$ cat config.mk
export PLATFORM = sky130hd
export DESIGN_NAME = hlt_clear_sweep
export DESIGN_NICKNAME = d
export VERILOG_FILES = /design/src/rtl/hlt_pkg.sv /design/src/rtl/hlt_clear_sweep.sv
export SDC_FILE = /design/constraint.sdc
export NUM_CORES = 1
export LEC_CHECK = 0
export BUFFER_PORTS_ARGS = -buffer_cell sky130_fd_sc_hd__buf_2
export CAP_MARGIN = 5
export CORE_AREA = 10 10 47 49
export DETAILED_ROUTE_END_ITERATION = 8
export DIE_AREA = 0 0 57 59
export HOLD_SLACK_MARGIN = 0.06
export PLACE_DENSITY = 0.58
export SKIP_CTS_REPAIR_TIMING = 1
export SLEW_MARGIN = 20
export SYNTH_ARGS = -nofsm -noshare
export SYNTH_HDL_FRONTEND = slang
export SYNTH_SLANG_ARGS = --single-unit
$ cat constraint.sdc
create_clock -name clk -period 1.5 [get_ports clk]
set_input_delay 0.3 -clock clk [delete_from_list [all_inputs] [get_ports clk]]
set_output_delay 0.3 -clock clk [all_outputs]
set_load 0.05 [all_outputs]
$ cat src/rtl/hlt_pkg.sv
`timescale 1ns / 1ps
// Shared types, constants and hash helpers for the L2/L3 hash learning table.
// No dependencies; used by every module of the block but the RAM, and by the checkers.
package hlt_pkg;

  localparam int MAC_W        = 48;
  localparam int IP_W         = 32;
  localparam int MAC_IDX_BITS = 8;
  localparam int MAC_SLOTS    = 1 << MAC_IDX_BITS;
  localparam int ROUTE_INDEX_BITS = 10;               // legal range 4..16
  localparam int ROUTE_SLOTS  = 1 << ROUTE_INDEX_BITS;
  localparam int ROUTE_SLOT_W = 10;                   // width of the result field
  localparam int COUNT_W      = 32;
  localparam int CLEAR_BITS   = (ROUTE_INDEX_BITS > MAC_IDX_BITS) ?
                                ROUTE_INDEX_BITS : MAC_IDX_BITS;

  localparam logic [COUNT_W-1:0] COUNT_MAX = '1;

  typedef struct packed {
    logic [MAC_W-1:0] source_mac;
    logic [IP_W-1:0]  source_ip;
    logic [IP_W-1:0]  dest_ip;
  } hdr_word_t;

  typedef struct packed {
    logic [MAC_IDX_BITS-1:0] mac_slot;
    logic                    mac_hit;
    logic [ROUTE_SLOT_W-1:0] route_slot;
    logic                    route_hit;
    logic [COUNT_W-1:0]      mac_learn_count;
    logic [COUNT_W-1:0]      route_learn_count;
  } res_word_t;

  // Clearing sweep status handed to the table logic.
  typedef struct packed {
    logic                  active;
    logic [CLEAR_BITS-1:0] addr;
  } sweep_t;

  // XOR of the first four MAC octets (first octet in bits 47:40).
  function automatic logic [MAC_IDX_BITS-1:0] mac_octet_xor(input logic [MAC_W-1:0] mac);
    return mac[47:40] ^ mac[39:32] ^ mac[31:24] ^ mac[23:16];
  endfunction

  // Fold the IP onto itself and keep the route index bits.
  function automatic logic [ROUTE_INDEX_BITS-1:0] route_fold(input logic [IP_W-1:0] ip);
    logic [15:0] fold;
    fold = ip[15:0] ^ ip[31:16];
    return fold[ROUTE_INDEX_BITS-1:0];
  endfunction

  function automatic logic [COUNT_W-1:0] sat_inc(input logic [COUNT_W-1:0] v);
    return (v == COUNT_MAX) ? v : v + COUNT_W'(1);
  endfunction

endpackage

$ cat src/rtl/hlt_clear_sweep.sv
`timescale 1ns / 1ps
// Post-reset clearing pass: walks every address of the larger table once, one per cycle.
// Depends on hlt_pkg.
module hlt_clear_sweep (
  input  logic            clk,
  input  logic            rst,
  output hlt_pkg::sweep_t sweep
);

  always_ff @(posedge clk) begin
    if (rst) begin
      sweep.active <= 1'b1;
      sweep.addr   <= '0;
    end else if (sweep.active) begin
      sweep.addr <= sweep.addr + hlt_pkg::CLEAR_BITS'(1);
      if (sweep.addr == {hlt_pkg::CLEAR_BITS{1'b1}}) begin
        sweep.active <= 1'b0;
      end
    end
  end

endmodule

==> flow_summary.yaml <==
status:
  status: "complete, no violations"
routing:
  wl_met1_um: 478
  via_per_inst: 4.83
  drtAntennaViolNets: 0
  routed-wl-met3_um: 32
  drcViolationCount: 0
  drt_pre_antenna_iters: 3
  met2_length_um: 447
  highest_layer: "met4"
  wl_per_cell_um: 12.2
  wirelength_um: 992
  drt-initial-drc-count: 4
  via_count: 391
critical_path:
  r2r_end: "sweep[8]"
  crit_cells: 4
  rr_worst_depth: 4
  cp_slowest_cell: "or4_1"
  cp_top_family: "simple AND/OR/NAND/NOR gates"
  startpoint: "sweep[0]"
  crit_chain: "ha_2, nand3_1, or4_1, a21oi_1"
  path_buf_inv: 0
  worst_setup_path_end_kind: "flip-flop"
  r2r_slack_ns: 0.15
  worstPathRequired_ns: 1.71
  worstSetupPathType: "reg2reg"
  cp_data_arrival_time_ns: 1.56
  r2r-start: "sweep[0]"
  cp_max_fo: 4
  critPathLaunchType: "flip-flop"
  cpPeakStageDelay_ns: 0.42
job:
  drv_cap: 0
synthesis:
  synthTopCellsByCount: "11 x dfxtp_1, 5 x a21oi_1, 5 x nor2_1"
  synth_flop_cell: "dfxtp_1"
  ys_warn_count: 0
  synth_top_cell_by_area: "dfxtp_1"
  synth_cells: 51
  syn_nets: 54
  synth_edf_count: 0
  ys_seq_elements: 11
  ys_seq_area_share_pct: 45.8
  yosysMostFrequentCell: "dfxtp_1"
  syn_area_per_cell_um2: 9.42
  synth_area_um2: 480
  synth_area_leaders: "dfxtp_1 46%, xor2_1 5.5%, a21oi_1 5.2%"
  synth_top_area_share_pct: 45.8
  ys_async_sr_fraction_pct: 0
  synth_cell_types: 21
final_layout:
  diodes: 0
  largest_registers: "sweep x11"
  fill_cells: 140
  layout-drive-gt1-share_pct: 43.1
  largest_reg_flops: 11
  area_delta_synth_final_pct: 23.4
  multi_input_area_um2: 250
  largest_register: "sweep"
  nNetsFinal: 69
  regArea_um2: 233
timing:
  slew_violations: 0
  fin_hold_ws_ns: 0.334
  slew-limit-headroom_pct: 83.1
  setup_viol_count_final: 0
  tightest_slew_ns: 0.256
  period_share_pct: 90.2
  finalSetupTns_ns: 0
  fin_crit_ns: 1.35
  rsz0062_at_grt: "false"
  fmax_mhz: 739
  hold_viol_final: 0
  finClkSkew_ns: 0.000841
die:
  ios: 13
  core-area_um2: 1400
  die_x_um: 57
  die_height_um: 59
  dieArea_um2: 3360
  num_rows: 14
  initial_core_util_pct: 34.3
pwr:
  clkPwrFrac_pct: 35.8
  ir_worst_vdd_v: 0.000502
  powerDensity_nw_per_um2: 955
  internal-power_uw: 416
  switching_share_pct: 26.5
  p_sw_uw: 150
  p_leak_uw: 0.000234
  pwr-share-comb_pct: 9.3
  seq_power_share_pct: 54.9
clocking:
  cts_tree: "done"
  clock_latency_ns: 0.27
  clk_pin_slew_ns: 0.07
  clk_path_buf_depth: 2
  cts_buffers: 3
  clock-sinks: 11
  root_buffer: "clkbuf_4"
  htree_levels: 1
grt:
  grt_pass1_wl_um: 1750
  gr-total-overflow: 0
  grt_pass1_vias: 401
  grt_antenna_before_repair: 0
  grt_usage_pct: 6.66
  grt_max_degree: 12
worst_hold_path:
  hp-class: "in2reg"
  holdPathEnd: "sweep[5]"
  hp-start: "rst"
  min_path_cells: 2
placed_design:
  numPortBuffers: 12
  dp_hpwl_um: 739
  gp_congestion: 0.737
## per-stage QoR
stage          setup slack (ns)  utilization [%]  instance area (um2)  std cells  total power, uW
2_1_floorplan           0.00679                -                  493         51              357
3_3_place_gp              0.187             40.3                  564         77              369
5_1_grt                  0.0255             42.3                  593         81              588
4_1_cts                   0.119             42.1                  591         81              572
3_5_place_dp              0.147             40.3                  564         77              370
6_report                  0.147             42.3                  593         81              567
## cells in the final DEF (no fill, tap or decap)
| master | count |
|---|---|
| or4_1 | 2 |
| xnor2_1 | 1 |
| nand4_1 | 1 |
| nand3_1 | 3 |
| o31ai_1 | 3 |
| a21oi_1 | 5 |
| dfxtp_2 | 7 |
| ha_2 | 1 |
| mux2i_1 | 1 |
| o21ai_0 | 3 |
| or3_1 | 1 |
| clkbuf_1 | 1 |
| nand2b_1 | 1 |
| or3_2 | 2 |
| nor2_1 | 5 |
| inv_1 | 1 |
| buf_2 | 12 |
| dfxtp_1 | 3 |
| nand2_1 | 3 |
| nand4_4 | 1 |
| xor2_1 | 3 |
| dfxtp_4 | 1 |
| clkbuf_4 | 3 |
| nand4_2 | 1 |
## power groups by stage
stage	sequential [uW]	combinational [uW]	clock (uW)
after detailed placement	317	52.7	0
after global routing	312	55.9	220
after global placement	317	52.8	0
after CTS	310	52.9	209
after floorplan	340	17.0	0
final	311	52.9	203
## layer usage
layer / vias to the layer above / track usage, %
li1: 214 / -
met5: - / 0
met1: 164 / 6.67
met3: 5 / 2.58
met4: 0 / 6.04
met2: 8 / 10.5
## area by class of cell
cell class                      instances  area share (%)
Multi-Input combinational cell         37            42.2
Inverter                                1           0.633
Timing Repair Buffer                   12            10.1
Sequential cell                        11            39.2
Clock buffer                            4            4.43
Tap cell                               16            3.38
## worst max path at each step
stage,endpoint,slack (ns)
after floorplan,sweep[8],0.007
final,sweep[8],0.15
after global placement,sweep[8],0.19
after global routing,sweep[8],0.03
after detailed placement,sweep[8],0.15
after CTS,sweep[8],0.12
## cell families after synthesis
logic type	after synthesis	synth area share, %
flops	11	45.8
xor+xnor	4	7.29
fa+ha+maj	1	2.60
compound gates	11	13.0
buf+inv	3	2.60
simple gates	20	26.6
mux	1	2.08
(Power assumes the default switching activity.)
